===== src/hw/rtl/wsv_pkg.sv =====
// Package for the waveguide string voice: sample and coefficient widths,
// register indexes, reset values, sequencer states and shared structs.
// No dependencies; compile first.
package wsv_pkg;

	localparam int SAMPLE_W        = 16;
	localparam int COEF_W          = 18;
	localparam int GAIN_W          = 16;
	localparam int PERIOD_W        = 12;
	localparam int CFG_IDX_W       = 4;
	localparam int CFG_DATA_W      = 18;
	localparam int DELAY_DEPTH_DEF = 4096;

	// product of an 18-bit coefficient and a 16-bit sample
	localparam int PROD_W = COEF_W + SAMPLE_W;
	// five products summed, with headroom
	localparam int ACC_W  = PROD_W + 4;

	localparam logic [PERIOD_W-1:0]      PERIOD_RST    = 12'd100;
	localparam logic signed [COEF_W-1:0] FF_COEF0_RST  = 18'sd64881;
	localparam logic signed [COEF_W-1:0] FF_COEF1_RST  = 18'sd655;
	localparam logic signed [COEF_W-1:0] FF_COEF2_RST  = 18'sd0;
	localparam logic signed [COEF_W-1:0] FB_COEF1_RST  = 18'sd0;
	localparam logic signed [COEF_W-1:0] FB_COEF2_RST  = 18'sd0;
	localparam logic [GAIN_W-1:0]        DC_POLE_RST   = 16'd65530;
	localparam logic [GAIN_W-1:0]        DECAY_RST     = 16'd65208;

	typedef enum logic [CFG_IDX_W-1:0] {
		REG_DELAY_PERIOD = 4'd0,
		REG_FF_COEF0     = 4'd1,
		REG_FF_COEF1     = 4'd2,
		REG_FF_COEF2     = 4'd3,
		REG_FB_COEF1     = 4'd4,
		REG_FB_COEF2     = 4'd5,
		REG_DC_POLE_GAIN = 4'd6,
		REG_DECAY_GAIN   = 4'd7
	} wsv_reg_t;

	typedef enum logic [3:0] {
		ST_IDLE,
		ST_MUL0,
		ST_MUL1,
		ST_MUL2,
		ST_MUL3,
		ST_MUL4,
		ST_ACC,
		ST_DAMP,
		ST_DC,
		ST_HPF,
		ST_DECAY,
		ST_OUT
	} wsv_state_t;

	typedef struct packed {
		logic signed [COEF_W-1:0] ff_coef0;
		logic signed [COEF_W-1:0] ff_coef1;
		logic signed [COEF_W-1:0] ff_coef2;
		logic signed [COEF_W-1:0] fb_coef1;
		logic signed [COEF_W-1:0] fb_coef2;
		logic [GAIN_W-1:0]        dc_pole_gain;
		logic [GAIN_W-1:0]        decay_gain;
	} wsv_coef_t;

	typedef struct packed {
		logic start;
		logic out_free;
	} wsv_eng_ctrl_t;

	typedef struct packed {
		logic idle;
		logic done;
	} wsv_eng_stat_t;

endpackage


===== src/hw/rtl/wsv_engine.sv =====
// Filter sequencer: one shared multiplier steps through the damping filter,
// DC blocker and decay gain. Depends on wsv_pkg.
module wsv_engine import wsv_pkg::*; (
	input  logic                       clk,
	input  logic                       arst_n,
	input  wsv_eng_ctrl_t              ctrl,
	input  wsv_coef_t                  coef,
	input  logic signed [SAMPLE_W-1:0] sample,
	input  logic signed [SAMPLE_W-1:0] delayed,
	output wsv_eng_stat_t              stat,
	output logic signed [SAMPLE_W-1:0] result
);

	// add half an LSB, floor from Q.16, clamp to 16 bits
	function automatic logic signed [SAMPLE_W-1:0] round_sat(input logic signed [ACC_W-1:0] a);
		logic signed [ACC_W:0]    v;
		logic signed [ACC_W-16:0] r;
		v = (ACC_W+1)'(a) + (ACC_W+1)'(32768);
		r = v[ACC_W:16];
		if (r > (ACC_W-15)'(32767)) begin
			return 16'sh7FFF;
		end else if (r < -(ACC_W-15)'(32768)) begin
			return 16'sh8000;
		end
		return r[SAMPLE_W-1:0];
	endfunction

	wsv_state_t state_q, state_d;

	logic signed [COEF_W-1:0]   mul_a;
	logic signed [SAMPLE_W-1:0] mul_b;
	logic signed [PROD_W-1:0]   prod_s1;
	logic signed [ACC_W-1:0]    acc_q;
	logic signed [SAMPLE_W-1:0] x_q, f_q, h_q;
	logic signed [SAMPLE_W-1:0] x1_q, x2_q, y1_q, y2_q, dc_in_q, dc_out_q;
	logic signed [SAMPLE_W:0]   dc_diff;

	always_ff @(posedge clk or negedge arst_n) begin
		if (!arst_n) begin
			state_q <= ST_IDLE;
		end else begin
			state_q <= state_d;
		end
	end

	always_comb begin
		state_d   = state_q;
		mul_a     = '0;
		mul_b     = '0;
		stat.idle = 1'b0;
		stat.done = 1'b0;
		unique case (state_q)
			ST_IDLE: begin
				stat.idle = 1'b1;
				if (ctrl.start) begin
					state_d = ST_MUL0;
				end
			end
			ST_MUL0: begin
				mul_a   = coef.ff_coef0;
				mul_b   = delayed;
				state_d = ST_MUL1;
			end
			ST_MUL1: begin
				mul_a   = coef.ff_coef1;
				mul_b   = x1_q;
				state_d = ST_MUL2;
			end
			ST_MUL2: begin
				mul_a   = coef.ff_coef2;
				mul_b   = x2_q;
				state_d = ST_MUL3;
			end
			ST_MUL3: begin
				mul_a   = coef.fb_coef1;
				mul_b   = y1_q;
				state_d = ST_MUL4;
			end
			ST_MUL4: begin
				mul_a   = coef.fb_coef2;
				mul_b   = y2_q;
				state_d = ST_ACC;
			end
			ST_ACC:  state_d = ST_DAMP;
			ST_DAMP: begin
				mul_a   = $signed({2'b00, coef.dc_pole_gain});
				mul_b   = dc_out_q;
				state_d = ST_DC;
			end
			ST_DC:   state_d = ST_HPF;
			ST_HPF:  state_d = ST_DECAY;
			ST_DECAY: begin
				mul_a   = $signed({2'b00, coef.decay_gain});
				mul_b   = h_q;
				state_d = ST_OUT;
			end
			ST_OUT: begin
				// hold the decay product on the multiplier while the result waits
				mul_a = $signed({2'b00, coef.decay_gain});
				mul_b = h_q;
				if (ctrl.out_free) begin
					stat.done = 1'b1;
					state_d   = ST_IDLE;
				end
			end
			default: state_d = ST_IDLE;
		endcase
	end

	assign dc_diff = (SAMPLE_W+1)'(f_q) - (SAMPLE_W+1)'(dc_in_q);
	assign result  = round_sat(ACC_W'(prod_s1));

	// the product register feeds the accumulator in the state after its operands
	always_ff @(posedge clk) begin
		prod_s1 <= PROD_W'(mul_a) * PROD_W'(mul_b);
		case (state_q)
			ST_IDLE:  if (ctrl.start) x_q <= sample;
			ST_MUL1:  acc_q <= ACC_W'(prod_s1);
			ST_MUL2:  acc_q <= acc_q + ACC_W'(prod_s1);
			ST_MUL3:  acc_q <= acc_q + ACC_W'(prod_s1);
			ST_MUL4:  acc_q <= acc_q - ACC_W'(prod_s1);
			ST_ACC:   acc_q <= acc_q - ACC_W'(prod_s1);
			ST_DAMP:  f_q <= round_sat(acc_q);
			ST_DC:    acc_q <= (ACC_W'(dc_diff) <<< 16) + ACC_W'(prod_s1);
			ST_HPF:   h_q <= round_sat(acc_q);
			default: ;
		endcase
	end

	always_ff @(posedge clk or negedge arst_n) begin
		if (!arst_n) begin
			x1_q     <= '0;
			x2_q     <= '0;
			y1_q     <= '0;
			y2_q     <= '0;
			dc_in_q  <= '0;
			dc_out_q <= '0;
		end else if (stat.done) begin
			x1_q     <= x_q;
			x2_q     <= x1_q;
			y1_q     <= result;
			y2_q     <= y1_q;
			dc_in_q  <= f_q;
			dc_out_q <= h_q;
		end
	end

endmodule


===== config.mk =====
export PLATFORM = sky130hd
export DESIGN_NAME = wsv_engine
export DESIGN_NICKNAME = d
export VERILOG_FILES = /design/src/hw/rtl/wsv_pkg.sv /design/src/hw/rtl/wsv_engine.sv
export SDC_FILE = /design/constraint.sdc
export NUM_CORES = 1
export LEC_CHECK = 0
export BUFFER_PORTS_ARGS = -buffer_cell sky130_fd_sc_hd__buf_4
export CORE_MARGIN = 2
export CORE_UTILIZATION = 38
export DETAILED_ROUTE_END_ITERATION = 12
export GPL_TIMING_DRIVEN = 0
export PLACE_DENSITY = 0.57
export SYNTH_ARGS = -nofsm -noshare
export SYNTH_HDL_FRONTEND = slang
export SYNTH_SLANG_ARGS = --single-unit

===== constraint.sdc =====
create_clock -name clk -period 9.85 [get_ports clk]
set_input_delay 0 -clock clk [delete_from_list [all_inputs] [get_ports clk]]
set_output_delay 0 -clock clk [all_outputs]
set_load 0.01 [all_outputs]

Yosys cells after proc, flatten, opt, wreduce, memory -nomap -nowiden
Index checks and enable logic that the tools add are counted.
W data, S select, Z words.
- register bits: 220
- input bits: 158
- output and inout bits: 18
- logic and storage cells: 65
- add/sub/neg operators: 6
- $mul: 1
- $lt $le $gt $ge: 4
- equal/unequal tests: 13
- mux-type cells: 22
- reductions and logical operators: 7
- operator list (cell ; number):
    $pmux W38 S4 ; 1
    $pmux W18 S7 ; 1
    $mux W16 ; 7
    $pmux W16 S7 ; 1
    $pmux W4 S12 ; 1
    $add A38 B17 Y39 const B ; 1
    $add A38 B34 Y38 ; 1
    $sub A38 B34 Y38 ; 1
    $add A33 B34 Y35 ; 1
    $add A34 B17 Y35 const B ; 1
    $mul A18 B16 Y34 ; 1
    $gt A23 B16 Y1 const B ; 1
    $lt A23 B16 Y1 const B ; 1
    $gt A19 B16 Y1 const B ; 1
    $lt A19 B16 Y1 const B ; 1
    $sub A16 B16 Y17 ; 1
    $eq A4 B3 Y1 const B ; 4
    $eq A4 B4 Y1 const B ; 4
    $mux W1 ; 9
    $eq A4 B2 Y1 const B ; 2
    $mux W4 ; 2
    $reduce_or A2 Y1 ; 3
    $eq A4 B1 Y1 const B ; 1
    $logic_not A4 Y1 ; 1
    other kinds (3) ; 5

Longest topological paths before layout
Gate-level depths: netlist of the first run.
- word-level depth: 6
- depth in mapped cells: 32
- depth with buffers taken out: 28

Least setup slack after synthesis of the first run
OpenSTA, ideal clock, no wires.
- path kind: register -> register
- from: register state_q[3]
- to: register prod_s1[31]
- library setup time: 72 ps
- arrival: 7357 ps
- data required time: 9778 ps
- slack: 2421 ps
- stages on the path, launching flop included: 26
- buffers on the path: 3
- period minus slack after synthesis: 7429 ps
- path through: dfrtp_1 > buf_2 > nor3_1 > clkbuf_1 > a22oi_1 > and3_1 > clkbuf_1 > or2_2 > fa_1 > inv_1 > fa_1 > inv_1 > fa_1 > inv_1 > fa_1 > fa_1 > inv_1 > fa_1 > inv_1 > ha_1 > a21o_1 > a221o_1 > a31o_2 > a21o_1 > a21oi_1 > xnor2_1
- cells in the longest elaborated chain, start to end: 4
- elaborated cells between the ends (all ways): 12
- those cells by class: 1 x mul; 8 x eq/ne; 2 x mux; 1 x reduce/logical
- RTL lines (item ; RTL line ; source):
    start: declaration ; wsv_engine.sv:28 ; wsv_state_t state_q, state_d;
    start signal: assignment ; wsv_engine.sv:42 ; state_q <= state_d;
    $eq A4 B4 Y1 ; wsv_engine.sv:52 ; unique case (state_q)
    $reduce_or A2 Y1 (no line) ; n/a ;
    $pmux W18 S7 / $pmux W16 S7 (equally long branches) ; wsv_engine.sv:52 ;
    $mul A18 B16 Y34 * ; wsv_engine.sv:115 ; prod_s1 <= PROD_W'(mul_a) * PROD_W'(mul_b);
    end signal: assignment ; wsv_engine.sv:115 ;
    end: declaration ; wsv_engine.sv:32 ; logic signed [PROD_W-1:0] prod_s1;
Mark *: on every way between the ends. The rest lies on a longest branch, timed or not.
A chain may end at the register's enable or synchronous reset.

Worst setup path after layout of the first run
- from: register state_q[2]
- to: register prod_s1[32]
Same word-level chain as after synthesis.

==> reports/metrics.yaml, run 1 <==
die_x_um: 259.1
cp-start-kind: "register"
crit_arrival_ps: 9790
grt_antenna_before_repair: 1
hold_violations: 0
cp_slowest_cell: "fa_1"
multi_input_area_mm2: 0.01688
slew_violations: 0
dr.pass1.iters: 7
tightestPinTransition_ps: 1299
synth.most_common_cell: "inv_1"
hp-class: "in2reg"
coreArea_mm2: 0.06435
cp_top_family: "adder cells"
synthArstFlopShare_pct: 45.45
max_freq_mhz: 106.7
drt_iter0_drc: 1905
n_antenna_cell: 0
layout-drive-gt1-share_pct: 12.85
clk_pin_slew_ps: 60
cts_num_sinks: 220
synth_cells: 2692
synth_edf_count: 86
crit_buf_inv: 8
cts-root-buf: "clkbuf_16"
ys_ff_latch: 220
grt_use_total_pct: 24.33
fillers: 6266
insertion_delay_ps: 580
cap_violations: 0
finalSetupViolations: 0
synth.distinct_cells: 84
ios: 176
numCtsBuffers: 27
synthTopCellsByCount: "inv_1, fa_1, nor2_1"
gr-total-overflow: 0
synth_top_area_share_pct: 23.72
relSlewSlack_pct: 13.11
htreeDepth: 1
rr_startpoint: "state_q[2]$_DFFE_PN0P_"
synth_area_leaders: "fa_1, edfxtp_1, dfrtp_1"
nNetsFinal: 3532
cts_tree: "done"
fin_skew_ps: 37.47
yosysSeqAreaShare_pct: 23.32
grt_pass1_wl_mm: 124.8
cpMostUsedCell: "fa_1"
synth_flop_cell: "dfrtp_1"
rows: 93
clk_path_buf_depth: 3
crit_type: "reg2reg"
syn_avg_cell_area_um2: 9.184
routed_wl_mm: 81.99
vias: 20751
critPathLaunch: "state_q[2]$_DFFE_PN0P_"
port_buffers: 175
dieHeight_um: 259.1
antenna_left: 0
end_kind: "register"
viasPerCell: 5.467
dp_hpwl_mm: 67.17
cp_max_fo: 10
grt_pass1_vias: 21059
period_minus_slack_ps: 9370
synth_nets: 3304
grt_max_degree: 101
dieArea_mm2: 0.06712
synth_warnings: 0
tns_ps: 0
register_area_mm2: 0.005766
rsz0062_at_grt: "no"
hp-start: "sample[7]"
gp_congestion: 0.9343
drt_drc_violations_left: 0
crit_required_ps: 10270
syn_area_mm2: 0.02472
initial_core_util_pct: 38.42
routedWlPerCell_um: 21.60
area_delta_synth_final_pct: 14.63
crit_path_max_incr_delay_ps: 550
status: "finished, final reports clean"
yosysTopAreaCell: "fa_1"
period_share_pct: 95.13
## placed cells by master (no fill, tap or decap), types with 18 or more instances in the layout
| master | instances |
|---|---|
| a22oi_1 | 63 |
| buf_2 | 19 |
| nand2_1 | 232 |
| fa_1 | 293 |
| a21oi_1 | 100 |
| clkbuf_16 | 30 |
| and3_1 | 38 |
| mux2_2 | 82 |
| nor3_1 | 25 |
| buf_4 | 178 |
| or2_2 | 18 |
| inv_1 | 434 |
| dlygate4sd3_1 | 20 |
| dfxtp_1 | 34 |
| a21o_1 | 30 |
| nand3_1 | 56 |
| xnor2_1 | 95 |
| a222oi_1 | 32 |
| o21ai_0 | 96 |
| edfxtp_1 | 86 |
| nand4_1 | 25 |
| dfrtp_1 | 100 |
| o21ai_1 | 20 |
| xor2_1 | 50 |
| nand2b_1 | 23 |
| clkbuf_1 | 92 |
| nor2_1 | 258 |
| ha_1 | 161 |
## cell families (layout without fill, tap and decap cells)
| group | after synthesis | in the layout | synth area share [%] |
|---|---|---|---|
| mux | 84 | 84 | 3.816 |
| fa+ha+maj | 454 | 454 | 31.87 |
| xor+xnor | 147 | 147 | 5.268 |
| simple gates | 755 | 755 | 14.15 |
| flops | 220 | 220 | 23.32 |
| compound gates | 478 | 478 | 13.03 |
| buf+inv | 554 | 803 | 8.542 |
## per-layer routing
layer,vias to the layer above,GRT usage (%),share of wire [%]
li1,9402,-,-
met1,10514,34.52,44
met2,733,39.16,46
met3,102,3.085,7.0
met4,0,6.455,2.5
met5,-,0,0
## layout make-up
type                            count  share of cell area [%]
Buffer                            120                   1.735
Clock buffer                       33                   2.724
Clock inverter                     17                  0.5342
Inverter                          434                   5.748
Multi-Input combinational cell   1918                   59.56
Sequential cell                   220                   20.34
Tap cell                          855                   3.775
Timing Repair Buffer              199                   5.576
## registers in the layout (all words and copies together), names as in the netlist
signal	count
dc_in_q	16
y1_q	16
acc_q	38
prod_s1	34
y2_q	16
x2_q	16
x_q	16
dc_out_q	16
x1_q	16
h_q	16
f_q	16
state_q	4
## per-stage QoR
stage               hold slack (ps)  instances  util [%]  setup WS, ps  area [um2]
CTS                           159.7       3792     43.90         3.953       28250
global route                  167.2       3796     44.04         9.146       28340
floorplan                    -295.6       2692         -          2421       24720
detailed placement            179.5       3723     42.17         94.73       27130
global placement              181.5       3722     42.13         134.5       27110
finish                        176.4       3796     44.04         479.5       28340
## final timing paths
check	depth (start not counted)	slack, ps	end
setup / recovery	28	480	prod_s1[32]$_DFF_P_
hold / removal	2	180	x_q[7]$_DFFE_PP_
setup reg to reg	28	480	prod_s1[32]$_DFF_P_
hold reg to reg	2	470	dc_in_q[6]$_DFFE_PN0P_
max in group asynchronous	4	8820	y1_q[2]$_DFFE_PN0P_
min in group asynchronous	3	310	dc_in_q[13]$_DFFE_PN0P_
## what timing repair did
item,CTS,global route
endpoints found under the hold margin,119,3
gates resized for setup,0,17
hold buffers,19,1
setup endpoints to repair,0,9
setup buffers,0,2
Power of run 1 is left out: the tool's default activity adds up to more than one toggle a clock period on the data nets, which glitch-free logic cannot reach.
==> inputs of run 2 (changes only) <==
--- a/config.mk
+++ b/config.mk
@@ -5,12 +5,14 @@
 export SDC_FILE = /design/constraint.sdc
 export NUM_CORES = 1
 export LEC_CHECK = 0
-export BUFFER_PORTS_ARGS = -buffer_cell sky130_fd_sc_hd__buf_4
+export BUFFER_PORTS_ARGS = -buffer_cell sky130_fd_sc_hd__buf_2
+export CAP_MARGIN = 10
 export CORE_MARGIN = 2
 export CORE_UTILIZATION = 38
 export DETAILED_ROUTE_END_ITERATION = 12
 export GPL_TIMING_DRIVEN = 0
 export PLACE_DENSITY = 0.57
+export SKIP_LAST_GASP = 1
 export SYNTH_ARGS = -nofsm -noshare
 export SYNTH_HDL_FRONTEND = slang
 export SYNTH_SLANG_ARGS = --single-unit
==> run 2 against run 1 <==
Against the previous run: clock skew is 10 ps lower; critical path depth is 2 higher; via count is 1.3% higher; worst setup slack better by 65 ps; flip-flop and latch count stayed put; sequential share of layout area is 0.26 points higher; final area is 1.3% lower; fmax is 0.70% higher; global-route usage is 0.15 points higher; final cell count is 0.16% higher; non-clock buffer count is 2 higher; wire length is 0.97% higher; critical endpoint unchanged; highest routed layer unchanged.
==> reports/metrics.yaml, run 2 (synthesis results as in run 1) <==
layout-drive-gt1-share_pct: 13.04  # +0.19 points
clk_path_buf_depth: 3  # unchanged
die_x_um: 259.1  # unchanged
final_area_mm2: 0.02798  # -1.3%
reg.largest.list: "acc_q (38), prod_s1 (34)"
crit_arrival_ps: 9720  # -70 ps
dieArea_mm2: 0.06712  # unchanged
clk_pin_slew_ps: 70  # about the same
crit_required_ps: 10270  # about the same
insertion_delay_ps: 580  # about the same
grt_antenna_before_repair: 3  # +2
rows: 93  # unchanged
htreeDepth: 1  # unchanged
whs_ps: 132.8  # -43.65 ps
ios: 176  # unchanged
cpMostUsedCell: "fa_1"
slew_violations: 0  # unchanged
finalSetupViolations: 0  # unchanged
numCtsBuffers: 28  # +3.7%
cp-start-kind: "register"
gr-total-overflow: 0  # unchanged
area_delta_synth_final_pct: 13.16
cp_max_fo: 10  # unchanged
grt_pass1_vias: 21219  # +0.76%
fin_cells: 3802  # +0.16%
crit_type: "reg2reg"
grt_pass1_wl_mm: 126.0  # +0.92%
period_share_pct: 94.47  # -0.66 points
cts_num_sinks: 220  # unchanged
fin_skew_ps: 27.17  # -10.29 ps
crit_path_max_incr_delay_ps: 560  # about the same
nNetsFinal: 3535  # +0.085%
cts_tree: "done"
relSlewSlack_pct: 23.77  # +11 points
crit_buf_inv: 10  # +2
period_minus_slack_ps: 9305  # -65.29 ps
dpl.cell_count: 3724  # +0.027%
dr.pass1.iters: 7  # unchanged
cp_top_family: "adder cells"
dieHeight_um: 259.1  # unchanged
status: "finished, final reports clean"
end_kind: "register"
placed_area_mm2: 0.02673  # -1.5%
top_register: "acc_q"
layout_commonest_cell: "inv_1"
dp_hpwl_mm: 67.62  # +0.67%
viasPerCell: 5.527  # +1.1%
initial_core_util_pct: 38.42  # unchanged
routedWlPerCell_um: 21.78  # +0.81%
grt_max_degree: 67  # -34%
hold_violations: 0  # unchanged
tightestPinTransition_ps: 1143  # -155.1 ps
max_freq_mhz: 107.5  # +0.70%
coreArea_mm2: 0.06435  # unchanged
largest_reg_flops: 38  # unchanged
routed_wl_mm: 82.79  # +0.97%
antenna_left: 0  # unchanged
hp-class: "in2reg"
gp_congestion: 0.9597  # +2.7%
cp_slowest_cell: "fa_1"
mostFrequentLayoutCells: "inv_1, fa_1, nor2_1"
port_buffers: 175  # unchanged
cap_violations: 0  # unchanged
grt_use_total_pct: 24.48  # +0.15 points
drt_drc_violations_left: 0  # unchanged
vias: 21014  # +1.3%
drt_iter0_drc: 1922  # +0.89%
cts-root-buf: "clkbuf_16"
==> run 2: layer usage <==
layer / track usage, % / vias to the layer above / part of all wire, %
met4: 6.888 / 0 / 2.7
met1: 34.83 / 10705 / 45
met5: 0 / - / 0
met2: 39.19 / 773 / 46
li1: - / 9411 / -
met3: 2.997 / 125 / 6.8
==> run 2: worst paths after layout <==
check | startpoint | to | slack, ps | cells after the start
worst min-delay path | sample[13] | x_q[13]$_DFFE_PP_ | 130 | 2
worst max-delay path | state_q[2]$_DFFE_PN0P_ | prod_s1[32]$_DFF_P_ | 540 | 30
worst min register to register | x_q[9]$_DFFE_PP_ | x1_q[9]$_DFFE_PN0P_ | 480 | 1
min in group asynchronous | arst_n | dc_in_q[6]$_DFFE_PN0P_ | 520 | 4
max in group asynchronous | arst_n | x1_q[8]$_DFFE_PN0P_ | 9000 | 4
worst max register to register | state_q[2]$_DFFE_PN0P_ | prod_s1[32]$_DFF_P_ | 540 | 30
==> run 2: final cells by class <==
cell class                 count  area, um2
tap                          855       1070
antenna                        2      5.005
clock buffer                  37      797.0
fill                        6355      36370
buffer                       120      494.2
inverter                     434       1629
sequential                   220       5766
multi-input combinational   1918      16880
clock inverter                15      160.2
timing repair buffer         201       1172
==> run 2: repair_timing <==
item                       CTS  global route
hold buffers                21             0
hold endpoints to repair   119             0
setup endpoints to repair    0            11
resized for setup            0            23
setup buffers                0             2
==> run 2: metrics by stage <==
stage	util [%]	setup TNS [ps]	worst slack (ps)
final	43.48	0	544.8
after global routing	43.47	-55.65	-55.65
after CTS	43.36	0	55.53
after detailed placement	41.53	0	67.61
after global placement	41.45	0	128.9
after floorplan	-	0	2421
Power of run 2 is left out for the same reason.
==> inputs of run 3 (changes only) <==
--- a/config.mk
+++ b/config.mk
@@ -11,6 +11,7 @@
 export CORE_UTILIZATION = 38
 export DETAILED_ROUTE_END_ITERATION = 12
 export GPL_TIMING_DRIVEN = 0
+export HOLD_SLACK_MARGIN = 0.15
 export PLACE_DENSITY = 0.57
 export SKIP_LAST_GASP = 1
 export SYNTH_ARGS = -nofsm -noshare
==> run 3 against run 2 <==
Against the previous run: count of clock-buffer cells in the layout stayed put; flip-flop and latch count stayed put; register-to-register slack hardly changed; final area is 0.54% higher; critical path type unchanged.
==> reports/metrics.yaml, run 3 (synthesis results as in run 1) <==
relSlewSlack_pct: 23.13  # -0.64 points
grt_max_degree: 67  # unchanged
slew_violations: 0  # unchanged
period_minus_slack_ps: 9317  # +12.05 ps
cpMostUsedCell: "fa_1"
grt_antenna_before_repair: 3  # unchanged
fin_skew_ps: 27.53  # +0.3568 ps
cp_top_family: "adder cells"
crit_path_max_incr_delay_ps: 760  # +200 ps
whs_ps: 156.1  # +23.27 ps
tns_ps: 0  # unchanged
crit_required_ps: 10270  # about the same
dr.pass1.iters: 5  # -2
coreArea_mm2: 0.06435  # unchanged
ios: 176  # unchanged
clk_path_buf_depth: 3  # unchanged
htreeDepth: 1  # unchanged
end_kind: "register"
dp_slack_ps: 67.61  # unchanged
grt_pass1_vias: 21291  # +0.34%
gr-total-overflow: 0  # unchanged
mostFrequentLayoutCells: "inv_1, fa_1, nor2_1"
dp_hpwl_mm: 67.62  # unchanged
layout_commonest_cell: "inv_1"
cp-start-kind: "register"
tightestPinTransition_ps: 1153  # +9.657 ps
routedWlPerCell_um: 21.78  # about the same
cts-root-buf: "clkbuf_16"
gp_congestion: 0.9597  # unchanged
initial_core_util_pct: 38.42  # unchanged
fin_ws_ps: 532.8  # -12.05 ps
hp-class: "in2reg"
antenna_left: 0  # unchanged
crit_arrival_ps: 9730  # about the same
reg.largest.list: "acc_q (38), prod_s1 (34)"
layout-drive-gt1-share_pct: 12.97  # -0.066 points
die_x_um: 259.1  # unchanged
numCtsBuffers: 28  # unchanged
cap_violations: 0  # unchanged
dpl.cell_count: 3724  # unchanged
dieArea_mm2: 0.06712  # unchanged
drt_drc_violations_left: 0  # unchanged
insertion_delay_ps: 580  # about the same
status: "finished, final reports clean"
vias: 21022  # +0.038%
fin_cells: 3817  # +0.39%
rrSetupSlack_ps: 530  # about the same
dieHeight_um: 259.1  # unchanged
crit_buf_inv: 8  # -2
cts_tree: "done"
cp_slowest_cell: "nor3_2"
viasPerCell: 5.507  # -0.36%
cp_max_fo: 10  # unchanged
grt_use_total_pct: 24.53  # +0.053 points
top_register: "acc_q"
largest_reg_flops: 38  # unchanged
max_freq_mhz: 107.3  # -0.13%
nNetsFinal: 3550  # +0.42%
routed_wl_mm: 83.15  # +0.43%
cts_num_sinks: 220  # unchanged
period_share_pct: 94.59  # +0.12 points
finalSetupViolations: 0  # unchanged
rows: 93  # unchanged
port_buffers: 175  # unchanged
clk_pin_slew_ps: 60  # about the same
hold_violations: 0  # unchanged
grt_pass1_wl_mm: 126.3  # +0.24%
drt_iter0_drc: 1936  # +0.73%
area_delta_synth_final_pct: 13.77
crit_type: "reg2reg"
-- run 3: cell types whose count changed in the layout (fill, tap and decap cells not counted) --
cell           delta
dlygate4sd3_1    +15
-- run 3: area by class of cell --
class                      count  area [um2]
antenna                        2       5.005
clock buffer                  37       797.0
tap                          855        1070
fill                        6343       36220
clock inverter                15       160.2
timing repair buffer         216        1323
sequential                   220        5766
buffer                       120       494.2
multi-input combinational   1918       16880
inverter                     434        1629
-- run 3: final timing paths --
kind,from,to,cells past startpoint
hold / removal,sample[14],x_q[14]$_DFFE_PP_,2
setup / recovery,state_q[3]$_DFFE_PN0P_,prod_s1[32]$_DFF_P_,27
hold reg to reg,x_q[9]$_DFFE_PP_,x1_q[9]$_DFFE_PN0P_,1
setup reg to reg,state_q[3]$_DFFE_PN0P_,prod_s1[32]$_DFF_P_,27
min in group asynchronous,arst_n,dc_in_q[6]$_DFFE_PN0P_,4
max in group asynchronous,arst_n,y1_q[5]$_DFFE_PN0P_,4
-- run 3: worst register-to-register path: stages, from the launching register on --
cell and delay [ps]:
dfrtp_1 370, buf_2 210, nor3_2 760, buf_2 440
buf_2 340, a22oi_1 200, nand4_1 400, clkbuf_1 520
nand2_1 150, fa_1 500, fa_1 490, inv_1 50
fa_1 520, fa_1 560, fa_1 550, inv_1 50
fa_1 520, inv_1 40, ha_1 260, clkbuf_1 260
and3_1 240, nand3_1 130, o31a_1 300, o21ai_1 270
a31oi_1 210, o31ai_1 450, nand3_1 130, o211ai_1 230
-- run 3: per-layer routing --
metal / part of all wire, % / vias to the layer above / track usage [%]
li1: - / 9442 / -
met1: 45 / 10705 / 34.87
met2: 46 / 755 / 39.33
met3: 6.7 / 120 / 2.997
met4: 2.7 / 0 / 6.888
met5: 0 / - / 0
-- run 3: timing repair --
action / in CTS / in global routing
hold buffers: 36 / 0
resized for setup: 0 / 23
buffers inserted: 0 / 2
endpoints found under the setup margin: 0 / 11
hold endpoints to repair: 119 / 0
-- run 3: metrics by stage --
step	util, %	cell area [um2]
floorplan	-	24720
global placement	41.45	26670
detailed placement	41.53	26730
CTS	43.60	28050
global route	43.71	28120
finish	43.71	28130
Power of run 3 is left out for the same reason.
